### src/hw/rtl/ptmg_pkg.sv
// ----------------------------------------------------------------------------
// ptmg_pkg
// Shared types and constants for the pulse train merge generator.
// ----------------------------------------------------------------------------
package ptmg_pkg;

    // Default depth of the segment list.
    localparam int MAX_SEGMENTS_DEF = 32;

    // Action codes of an input word.
    localparam logic [1:0] ACT_APPEND = 2'd0;
    localparam logic [1:0] ACT_PULSE  = 2'd1;
    localparam logic [1:0] ACT_TICK   = 2'd2;

    // Result status codes.
    typedef enum logic [1:0] {
        ST_OK        = 2'd0,
        ST_NEG_START = 2'd1,
        ST_NEG_WIDTH = 2'd2,
        ST_FULL      = 2'd3
    } t_status;

    // Operation kinds after classification.
    typedef enum logic [1:0] {
        KIND_APPEND = 2'd0,
        KIND_PULSE  = 2'd1,
        KIND_TICK   = 2'd2,
        KIND_REPORT = 2'd3
    } t_kind;

    // Back end sequencer states.
    typedef enum logic [3:0] {
        S_IDLE,
        S_LOAD,
        S_RD,
        S_PROC,
        S_EMIT,
        S_END,
        S_DONE,
        S_RESP
    } t_state;

    // Input word.
    typedef struct packed {
        logic [1:0]         action;
        logic signed [31:0] segment_value;
        logic signed [31:0] pulse_start;
        logic signed [31:0] pulse_width;
    } t_in;

    // Result word.
    typedef struct packed {
        logic        level;
        logic [1:0]  status;
        logic [5:0]  segment_count;
        logic [31:0] tick_total;
    } t_res;

    // Classified operation held in the queue.
    typedef struct packed {
        t_kind              kind;
        t_status            status;
        logic signed [31:0] value;
        logic signed [31:0] pstart;
        logic signed [31:0] pwidth;
    } t_op;

endpackage

### src/hw/rtl/ptmg_front.sv
// ----------------------------------------------------------------------------
// ptmg_front
// Accepts input words, checks their arguments and turns them into operations.
// ----------------------------------------------------------------------------
module ptmg_front
    import ptmg_pkg::*;
(
    input  logic i_start,
    input  t_in  i_item,
    input  logic i_full,
    output logic o_busy,
    output logic o_push,
    output t_op  o_op
);

    // The front end stalls only when the queue is full.
    assign o_busy = i_full;
    assign o_push = i_start && !i_full;

    // Classify the word and settle argument errors early.
    always_comb begin
        o_op.kind   = KIND_REPORT;
        o_op.status = ST_OK;
        o_op.value  = i_item.segment_value;
        o_op.pstart = i_item.pulse_start;
        o_op.pwidth = i_item.pulse_width;
        unique case (i_item.action)
            ACT_APPEND: begin
                // The most negative value saturates; zero is ignored.
                if (i_item.segment_value == 32'sh8000_0000) begin
                    o_op.value = -32'sd2147483647;
                end
                if (i_item.segment_value != '0) begin
                    o_op.kind = KIND_APPEND;
                end
            end
            ACT_PULSE: begin
                if (i_item.pulse_width[31]) begin
                    o_op.status = ST_NEG_WIDTH;
                end else if (i_item.pulse_start[31]) begin
                    o_op.status = ST_NEG_START;
                end else if (i_item.pulse_width != '0) begin
                    o_op.kind = KIND_PULSE;
                end
            end
            ACT_TICK: begin
                o_op.kind = KIND_TICK;
            end
            default: begin
                o_op.kind = KIND_REPORT;
            end
        endcase
    end

endmodule

### src/hw/rtl/ptmg_queue.sv
// ----------------------------------------------------------------------------
// ptmg_queue
// Two-entry queue of operations between the front and back ends.
// ----------------------------------------------------------------------------
module ptmg_queue
    import ptmg_pkg::*;
(
    input  logic i_clk,
    input  logic i_rst_n,
    input  logic i_push,
    input  t_op  i_op,
    input  logic i_pop,
    output logic o_valid,
    output logic o_full,
    output t_op  o_op
);

    t_op        r_buf [2];
    logic       r_wp;
    logic       r_rp;
    logic [1:0] r_cnt;

    assign o_valid = (r_cnt != 2'd0);
    assign o_full  = (r_cnt == 2'd2);
    assign o_op    = r_buf[r_rp];

    // Pointers and fill level.
    always_ff @(posedge i_clk) begin
        if (!i_rst_n) begin
            r_wp  <= 1'b0;
            r_rp  <= 1'b0;
            r_cnt <= 2'd0;
        end else begin
            if (i_push) begin
                r_wp <= !r_wp;
            end
            if (i_pop) begin
                r_rp <= !r_rp;
            end
            r_cnt <= r_cnt + 2'(i_push) - 2'(i_pop);
        end
    end

    // Storage.
    always_ff @(posedge i_clk) begin
        if (i_push) begin
            r_buf[r_wp] <= i_op;
        end
    end

endmodule

### src/hw/rtl/ptmg_back.sv
// ----------------------------------------------------------------------------
// ptmg_back
// Executes operations on the segment list and issues one result per word.
// ----------------------------------------------------------------------------
module ptmg_back
    import ptmg_pkg::*;
#(
    parameter int MAX_SEGMENTS = MAX_SEGMENTS_DEF
) (
    input  logic i_clk,
    input  logic i_rst_n,
    input  logic i_valid,
    input  t_op  i_op,
    output logic o_pop,
    output logic o_strobe,
    output t_res o_result
);

    localparam int IW = $clog2(MAX_SEGMENTS);
    localparam int CW = $clog2(MAX_SEGMENTS + 1);
    localparam int AW = $clog2(2 * MAX_SEGMENTS);
    localparam int SW = 34;

    // Two banks: the live list and the scratch list of a merge.
    logic signed [31:0] mem [0:2*MAX_SEGMENTS-1];
    logic signed [31:0] r_rdata;
    logic               mem_we;
    logic [AW-1:0]      mem_waddr;
    logic [AW-1:0]      mem_raddr;
    logic signed [31:0] mem_wdata;

    t_state             r_state, n_state;
    logic               r_bank, n_bank;
    logic [IW-1:0]      r_head, n_head;
    logic [CW-1:0]      r_count, n_count;
    logic signed [31:0] r_head_val, n_head_val;
    logic [31:0]        r_ticks, n_ticks;
    t_status            r_status, n_status;
    t_op                r_op, n_op;
    logic signed [SW-1:0] r_start, n_start;
    logic signed [SW-1:0] r_width, n_width;
    logic [CW-1:0]      r_idx, n_idx;
    logic [IW-1:0]      r_rp, n_rp;
    logic [CW-1:0]      r_wcnt, n_wcnt;
    logic               r_ovf, n_ovf;
    logic signed [31:0] r_first, n_first;
    logic signed [31:0] r_e [3];
    logic signed [31:0] n_e [3];
    logic [1:0]         r_ne, n_ne;
    logic [1:0]         r_k, n_k;
    logic               r_last, n_last;
    logic               r_strobe, n_strobe;
    t_res               r_res, n_res;

    // Merge datapath signals.
    logic signed [SW-1:0] d, dur, delay;
    logic [CW:0]          tail_sum;
    logic [IW-1:0]        tail;
    logic signed [31:0]   tick_val;

    function automatic logic [AW-1:0] addr_of(input logic bank, input logic [IW-1:0] idx);
        addr_of = bank ? AW'(MAX_SEGMENTS) + AW'(idx) : AW'(idx);
    endfunction

    function automatic logic [IW-1:0] wrap_inc(input logic [IW-1:0] p);
        wrap_inc = (p == IW'(MAX_SEGMENTS - 1)) ? '0 : p + IW'(1);
    endfunction

    assign o_strobe = r_strobe;
    assign o_result = r_res;

    // Memory with a registered read port.
    always_ff @(posedge i_clk) begin
        if (mem_we) begin
            mem[mem_waddr] <= mem_wdata;
        end
        r_rdata <= mem[mem_raddr];
    end

    // Tail position of the live list, next head value of a tick and merge delay.
    always_comb begin
        tail_sum = (CW+1)'(r_head) + (CW+1)'(r_count);
        if (tail_sum >= (CW+1)'(MAX_SEGMENTS)) begin
            tail = IW'(tail_sum - (CW+1)'(MAX_SEGMENTS));
        end else begin
            tail = IW'(tail_sum);
        end
        tick_val = r_head_val[31] ? r_head_val + 32'sd1 : r_head_val - 32'sd1;
        d     = SW'(r_rdata);
        dur   = d[SW-1] ? -d : d;
        delay = r_start - dur;
    end

    // Sequencer: next state and datapath updates.
    always_comb begin
        n_state    = r_state;
        n_bank     = r_bank;
        n_head     = r_head;
        n_count    = r_count;
        n_head_val = r_head_val;
        n_ticks    = r_ticks;
        n_status   = r_status;
        n_op       = r_op;
        n_start    = r_start;
        n_width    = r_width;
        n_idx      = r_idx;
        n_rp       = r_rp;
        n_wcnt     = r_wcnt;
        n_ovf      = r_ovf;
        n_first    = r_first;
        n_e        = r_e;
        n_ne       = r_ne;
        n_k        = r_k;
        n_last     = r_last;
        n_strobe   = 1'b0;
        n_res      = r_res;
        o_pop      = 1'b0;
        mem_we     = 1'b0;
        mem_waddr  = addr_of(r_bank, tail);
        mem_wdata  = r_op.value;
        mem_raddr  = addr_of(r_bank, r_rp);
        unique case (r_state)
            S_IDLE: begin
                if (i_valid) begin
                    o_pop    = 1'b1;
                    n_op     = i_op;
                    n_status = i_op.status;
                    n_state  = S_RESP;
                    unique case (i_op.kind)
                        KIND_APPEND: begin
                            if (r_count == CW'(MAX_SEGMENTS)) begin
                                n_status = ST_FULL;
                            end else begin
                                mem_we    = 1'b1;
                                mem_waddr = addr_of(r_bank, tail);
                                mem_wdata = i_op.value;
                                n_count   = r_count + CW'(1);
                                if (r_count == '0) begin
                                    n_head_val = i_op.value;
                                end
                            end
                        end
                        KIND_TICK: begin
                            n_ticks = r_ticks + 32'd1;
                            if (r_count != '0) begin
                                if (tick_val == '0) begin
                                    // Head segment is used up: drop it.
                                    n_head    = wrap_inc(r_head);
                                    n_count   = r_count - CW'(1);
                                    mem_raddr = addr_of(r_bank, wrap_inc(r_head));
                                    if (r_count != CW'(1)) begin
                                        n_state = S_LOAD;
                                    end
                                end else begin
                                    n_head_val = tick_val;
                                    mem_we     = 1'b1;
                                    mem_waddr  = addr_of(r_bank, r_head);
                                    mem_wdata  = tick_val;
                                end
                            end
                        end
                        KIND_PULSE: begin
                            n_start = SW'(i_op.pstart);
                            n_width = SW'(i_op.pwidth);
                            n_idx   = '0;
                            n_rp    = r_head;
                            n_wcnt  = '0;
                            n_ovf   = 1'b0;
                            n_state = S_RD;
                        end
                        KIND_REPORT: begin
                            n_state = S_RESP;
                        end
                        default: begin
                            n_state = S_RESP;
                        end
                    endcase
                end
            end
            S_LOAD: begin
                n_head_val = r_rdata;
                n_state    = S_RESP;
            end
            S_RD: begin
                if (r_idx == r_count) begin
                    n_state = S_END;
                end else begin
                    mem_raddr = addr_of(r_bank, r_rp);
                    n_state   = S_PROC;
                end
            end
            S_PROC: begin
                // One stored segment against the pending pulse.
                n_rp   = wrap_inc(r_rp);
                n_idx  = r_idx + CW'(1);
                n_k    = '0;
                n_last = 1'b0;
                n_ne   = 2'd1;
                n_e[0] = r_rdata;
                priority if (r_width <= 0) begin
                    n_e[0] = r_rdata;
                end else if (delay >= 0 || d == 0) begin
                    n_start = delay;
                end else if (d > 0) begin
                    n_width = r_width + delay;
                    n_start = '0;
                end else if (r_start == 0 && r_width < dur) begin
                    n_e[0]  = 32'(r_width);
                    n_e[1]  = 32'(r_width - dur);
                    n_ne    = 2'd2;
                    n_width = '0;
                end else if (r_start == 0) begin
                    n_e[0]  = 32'(dur);
                    n_width = r_width - dur;
                end else if (r_width < -delay) begin
                    n_e[0]  = 32'(-r_start);
                    n_e[1]  = 32'(r_width);
                    n_e[2]  = 32'(delay + r_width);
                    n_ne    = 2'd3;
                    n_width = '0;
                end else begin
                    n_e[0]  = 32'(-r_start);
                    n_e[1]  = 32'(dur - r_start);
                    n_ne    = 2'd2;
                    n_width = r_width - (dur - r_start);
                    n_start = '0;
                end
                n_state = S_EMIT;
            end
            S_EMIT: begin
                // Write one piece of the merged list into the scratch bank.
                if (r_wcnt == CW'(MAX_SEGMENTS)) begin
                    n_ovf = 1'b1;
                end else begin
                    mem_we    = 1'b1;
                    mem_waddr = addr_of(!r_bank, IW'(r_wcnt));
                    mem_wdata = r_e[r_k];
                    n_wcnt    = r_wcnt + CW'(1);
                    if (r_wcnt == '0) begin
                        n_first = r_e[r_k];
                    end
                end
                if (r_k == r_ne - 2'd1) begin
                    n_state = r_last ? S_DONE : S_RD;
                end else begin
                    n_k = r_k + 2'd1;
                end
            end
            S_END: begin
                // Pulse reaches past the list: pad with low time when it starts later, then high.
                if (r_width > 0) begin
                    n_k    = '0;
                    n_last = 1'b1;
                    if (r_start > 0) begin
                        n_e[0] = 32'(-r_start);
                        n_e[1] = 32'(r_width);
                        n_ne   = 2'd2;
                    end else begin
                        n_e[0] = 32'(r_width);
                        n_ne   = 2'd1;
                    end
                    n_state = S_EMIT;
                end else begin
                    n_state = S_DONE;
                end
            end
            S_DONE: begin
                if (r_ovf) begin
                    n_status = ST_FULL;
                end else begin
                    n_bank     = !r_bank;
                    n_head     = '0;
                    n_count    = r_wcnt;
                    n_head_val = r_first;
                end
                n_state = S_RESP;
            end
            S_RESP: begin
                n_strobe              = 1'b1;
                n_res.level           = (r_count != '0) && !r_head_val[31] &&
                                        (r_head_val != '0);
                n_res.status          = r_status;
                n_res.segment_count   = 6'(r_count);
                n_res.tick_total      = r_ticks;
                n_state               = S_IDLE;
            end
            default: begin
                n_state = S_IDLE;
            end
        endcase
    end

    // Control registers.
    always_ff @(posedge i_clk) begin
        if (!i_rst_n) begin
            r_state  <= S_IDLE;
            r_bank   <= 1'b0;
            r_head   <= '0;
            r_count  <= '0;
            r_ticks  <= '0;
            r_strobe <= 1'b0;
        end else begin
            r_state  <= n_state;
            r_bank   <= n_bank;
            r_head   <= n_head;
            r_count  <= n_count;
            r_ticks  <= n_ticks;
            r_strobe <= n_strobe;
        end
    end

    // Payload registers.
    always_ff @(posedge i_clk) begin
        r_head_val <= n_head_val;
        r_status   <= n_status;
        r_op       <= n_op;
        r_start    <= n_start;
        r_width    <= n_width;
        r_idx      <= n_idx;
        r_rp       <= n_rp;
        r_wcnt     <= n_wcnt;
        r_ovf      <= n_ovf;
        r_first    <= n_first;
        r_e        <= n_e;
        r_ne       <= n_ne;
        r_k        <= n_k;
        r_last     <= n_last;
        r_res      <= n_res;
    end

endmodule

### src/hw/rtl/pulse_train_merge_generator.sv
// ----------------------------------------------------------------------------
// pulse_train_merge_generator
// Segment list pulse generator with append, pulse merge and tick commands.
// ----------------------------------------------------------------------------
// Words are taken whenever busy is low and queue up to two deep; busy rises
// only while both queue entries are taken. Each word yields one result, shown
// for one cycle with o_strobe, which the receiver must take at once. Append,
// tick and report words pass from the idle state to the response state, a
// tick that drops the head by way of a load state. A pulse merge walks the
// stored list through the single read port of the memory: a read and a process
// state per stored segment and an emit state per written piece. The merged
// list holds at most two pieces more than the stored one.
// ----------------------------------------------------------------------------
module pulse_train_merge_generator
    import ptmg_pkg::*;
#(
    parameter int MAX_SEGMENTS = MAX_SEGMENTS_DEF
) (
    input  logic i_clk,
    input  logic i_rst_n,
    input  logic start,
    output logic busy,
    input  t_in  i_item,
    output logic o_strobe,
    output t_res o_result
);

    logic q_push, q_full, q_valid, q_pop;
    t_op  f_op, q_op;

    // Front end: accept and classify.
    ptmg_front u_front (
        .i_start (start),
        .i_item  (i_item),
        .i_full  (q_full),
        .o_busy  (busy),
        .o_push  (q_push),
        .o_op    (f_op)
    );

    // Queue between the two ends.
    ptmg_queue u_queue (
        .i_clk   (i_clk),
        .i_rst_n (i_rst_n),
        .i_push  (q_push),
        .i_op    (f_op),
        .i_pop   (q_pop),
        .o_valid (q_valid),
        .o_full  (q_full),
        .o_op    (q_op)
    );

    // Back end: list operations and results.
    ptmg_back #(
        .MAX_SEGMENTS (MAX_SEGMENTS)
    ) u_back (
        .i_clk    (i_clk),
        .i_rst_n  (i_rst_n),
        .i_valid  (q_valid),
        .i_op     (q_op),
        .o_pop    (q_pop),
        .o_strobe (o_strobe),
        .o_result (o_result)
    );

endmodule

### config.mk
export PLATFORM = sky130hd
export DESIGN_NAME = pulse_train_merge_generator
export DESIGN_NICKNAME = d
export VERILOG_FILES = /design/src/hw/rtl/ptmg_pkg.sv /design/src/hw/rtl/ptmg_front.sv /design/src/hw/rtl/ptmg_queue.sv /design/src/hw/rtl/ptmg_back.sv /design/src/hw/rtl/pulse_train_merge_generator.sv
export SDC_FILE = /design/constraint.sdc
export NUM_CORES = 2
export LEC_CHECK = 0
export ABC_CLOCK_PERIOD_IN_PS = 13050
export BUFFER_PORTS_ARGS = -buffer_cell sky130_fd_sc_hd__buf_2
export CAP_MARGIN = 10
export CORE_MARGIN = 2
export CORE_UTILIZATION = 30
export CTS_CLUSTER_DIAMETER = 50
export DETAILED_ROUTE_END_ITERATION = 12
export PLACE_DENSITY = 0.41
export SYNTH_ARGS = -nofsm -noshare
export SYNTH_HDL_FRONTEND = slang
export SYNTH_SLANG_ARGS = --single-unit
### constraint.sdc
create_clock -name i_clk -period 13.05 [get_ports i_clk]
set_input_delay 0.6525 -clock i_clk [delete_from_list [all_inputs] [get_ports i_clk]]
set_output_delay 0.6525 -clock i_clk [all_outputs]
set_load 0.02 [all_outputs]
==> run_results.csv <==
group,metric,value,unit
worst_setup_path,endpoint_kind,"flip-flop",
synthesis,synth.distinct_cells,118,
synthesis,ys_seq_elements,2659,
power_and_ir_drop,peakVddDrop,0.000239,V
synthesis,synth.area.top_cells,"edfxtp_1 (64%), nand2_1 (7.1%), nand3_1 (2.7%)",
synthesis,synth.top_cell.area_share,0.637,
synthesis,syn_inst,10285,
route,drc_errors,0,
sta,post-route-period-util,0.795,
floorplan,die_area,410000,um^2
sta,worst_pin_slew,1.35,ns
worst_setup_path,critPathBufInv,2,
route,ant_nets,0,
worst_setup_path,start_kind,"flip-flop",
flow_run,cap_violations,0,
synthesis,synth_flop_cell,"edfxtp_1",
worst_hold_path,hp-class,"primary input to flip-flop",
synthesis,ys_seq_area_frac,0.651,
global_route,grt_pass1_vias,82835,
route,postRouteWirelength,454,mm
cts,cts_setup_buffers,0,
worst_setup_path,cp.required,13.80,ns
cts,cts_buffers,364,
floorplan,die_y,640,um
worst_setup_path,cpPeakStageDelay,0.81,ns
floorplan,initial_utilization,0.301,
final_layout,area_growth,18.0,%
synthesis,async_flop_share,0,
worst_setup_path,critPathKind,"flip-flop to flip-flop",
final_layout,drive_gt1_frac,0.121,
floorplan,fp.dieW,640,um
power_and_ir_drop,power.switching,18100,uW
cts,cts-root-buf,"clkbuf_16",
cts,insertion_delay,0.98,ns
sta,grt_setup_unrepaired,"false",
final_layout,nNetsFinal,10843,
worst_setup_path,slowest_stage,"a21oi_4",
cts,cts_tree,"yes",
sta,slew_viol_final,0,
power_and_ir_drop,power_density,294,nW/um^2
cts,cts.sinks,2659,
route,firstDrtPassIters,8,
floorplan,rows,233,
cts,h-tree-depth,5,
route,vias,85818,
power_and_ir_drop,comb_power_share,0.448,
route,drt_iter0_drc,8778,
sta,finClkSkew,0.113,ns
sta,slew_headroom,0.0908,
sta,hold_violations,0,
global_route,globalRouteTotalUtil,0.215,
floorplan,io_pins,144,
worst_setup_path,critical_path_arrival,11.13,ns
global_route,grt-ovfl-total,0,
sta,tns,0,ns
sta,fmax,96.4,MHz
global_route,antenna_found_initial,36,
synthesis,synth_top_area_cell,"edfxtp_1",
synthesis,synth.most_common_cell,"edfxtp_1",
power_and_ir_drop,switching_share,0.431,
synthesis,synth_area_per_cell,11.8,um^2
floorplan,coreArea,403000,um^2
synthesis,synth_common_cells,"edfxtp_1 (2574), nand2_1 (2288), nand3_1 (650)",
cts,cts_max_path_buffers,4,
power_and_ir_drop,p_seq_frac,0.308,
power_and_ir_drop,clkPwrFrac,0.243,
sta,finalCriticalPeriod,10.38,ns
place,gp_congestion,0.898,
cts,path_clk_slew,0.06,ns
status,status,"finished clean",
synthesis,synth-warning-count,0,
worst_setup_path,path_max_fanout,27,
power_and_ir_drop,power_leakage,0.0492,uW
cts,cts_resized,0,
global_route,grt_pass1_wl,637,mm
final_layout,final_cell_area,143000,um^2
synthesis,synth_area,121000,um^2
route,via_per_inst,5.28,
synthesis,synth_edf_count,2574,
power_and_ir_drop,p_int,24000,uW
worst_setup_path,critical_path.top_delay_family,"simple AND/OR/NAND/NOR gates",
sta,setup_viol_count_final,0,
route,routedWlPerCell,27.9,um
place,post-dp-hpwl,282,mm
place,dpl-instance-area,130000,um^2
place,io_buffers,143,
global_route,grt_max_degree,157,
## metrics by stage
step                 util  hold slack, ns  power, uW  worst slack (ns)  cells
floorplan               -           0.400      23900              3.48  10287
global placement    0.322           0.417      31900              2.83  15463
detailed placement  0.322           0.426      32000              2.85  15464
CTS                 0.355         0.00722      42400              2.78  16230
global route        0.355          0.0124      44100              2.13  16242
finish              0.356          0.0644      42100              2.67  16254
## flip-flops by register name (all words and copies together) (netlist names), 34 cells and up, named ones only
| name | count |
|---|---|
| u_back.r_width | 34 |
| u_back.mem | 2048 |
| u_back.r_e | 96 |
| u_back.o_result | 41 |
| u_back.r_start | 34 |
| u_queue.r_buf | 200 |
## layout make-up
class	instances	area [um^2]
clock buffers	423	9510
repair buffers	507	3820
clock inverters	248	2980
well taps	5405	6760
multi-input cells	6802	40400
flip-flops and latches	2659	79000
diodes	24	60.1
inverters	186	698
fillers	39390	260000
## power groups by stage
stage	registers, uW	logic [uW]	clock network (uW)
floorplan	13100	10800	0
global placement	13100	18700	0
detailed placement	13200	18800	0
CTS	13000	18900	10500
global route	13000	20200	10800
finish	13000	18900	10200
## routing by layer
metal / vias to the layer above / share of wire / GRT usage
met5: - / 0.000042 / 0
met4: 2 / 0.028 / 0.0589
met3: 531 / 0.064 / 0.0341
met2: 2902 / 0.46 / 0.341
met1: 43728 / 0.45 / 0.305
li1: 38655 / - / -
## cells in the final DEF, fill, tap and decap left out, drive strengths merged, types with 65 or more instances in the layout
master / instances
edfxtp: 2574
nand2: 2288
nand3: 653
a21oi: 591
nor2: 435
clkbuf: 423
buf: 412
o21ai: 362
mux2i: 236
inv: 232
ha: 215
xnor2: 208
a31oi: 159
and3: 149
clkinv: 128
nor3: 122
xor2: 120
o22ai: 112
dlygate4sd3: 95
nor4: 90
dfxtp: 85
a221oi: 84
nand4: 80
a21o: 73
o31ai: 65
## repair_timing
item / in CTS / in global routing
endpoints found under the hold margin: 191 / 0
hold buffers: 95 / 0
endpoints found under the setup margin: 0 / 0
## logic make-up (layout without fill, tap and decap cells)
logic type | after synthesis | in the layout | synth area share
flip-flops | 2659 | 2659 | 0.651
multiplexers | 284 | 284 | 0.0239
other | 2 | 28 | 0.0000619
AO/OA/AOI/OAI | 1924 | 1924 | 0.103
adder cells (fa/ha/maj) | 238 | 238 | 0.0247
XOR/XNOR | 328 | 328 | 0.0244
AND/OR/NAND/NOR | 4024 | 4024 | 0.145
buffers and inverters | 826 | 1364 | 0.0279
## final timing paths
kind | start | to | slack, ns | cells past startpoint
setup / recovery | u_back.r_rdata[13] | u_back.r_width[29] | 2.67 | 29
hold / removal | i_item[63] | u_queue.r_buf[0][63] | 0.06 | 1
setup reg to reg | u_back.r_rdata[13] | u_back.r_width[29] | 2.67 | 29
hold reg to reg | u_back.r_status[1] | u_back.o_result[39] | 0.44 | 0
No activity file was read; power rests on OpenSTA's default activity.
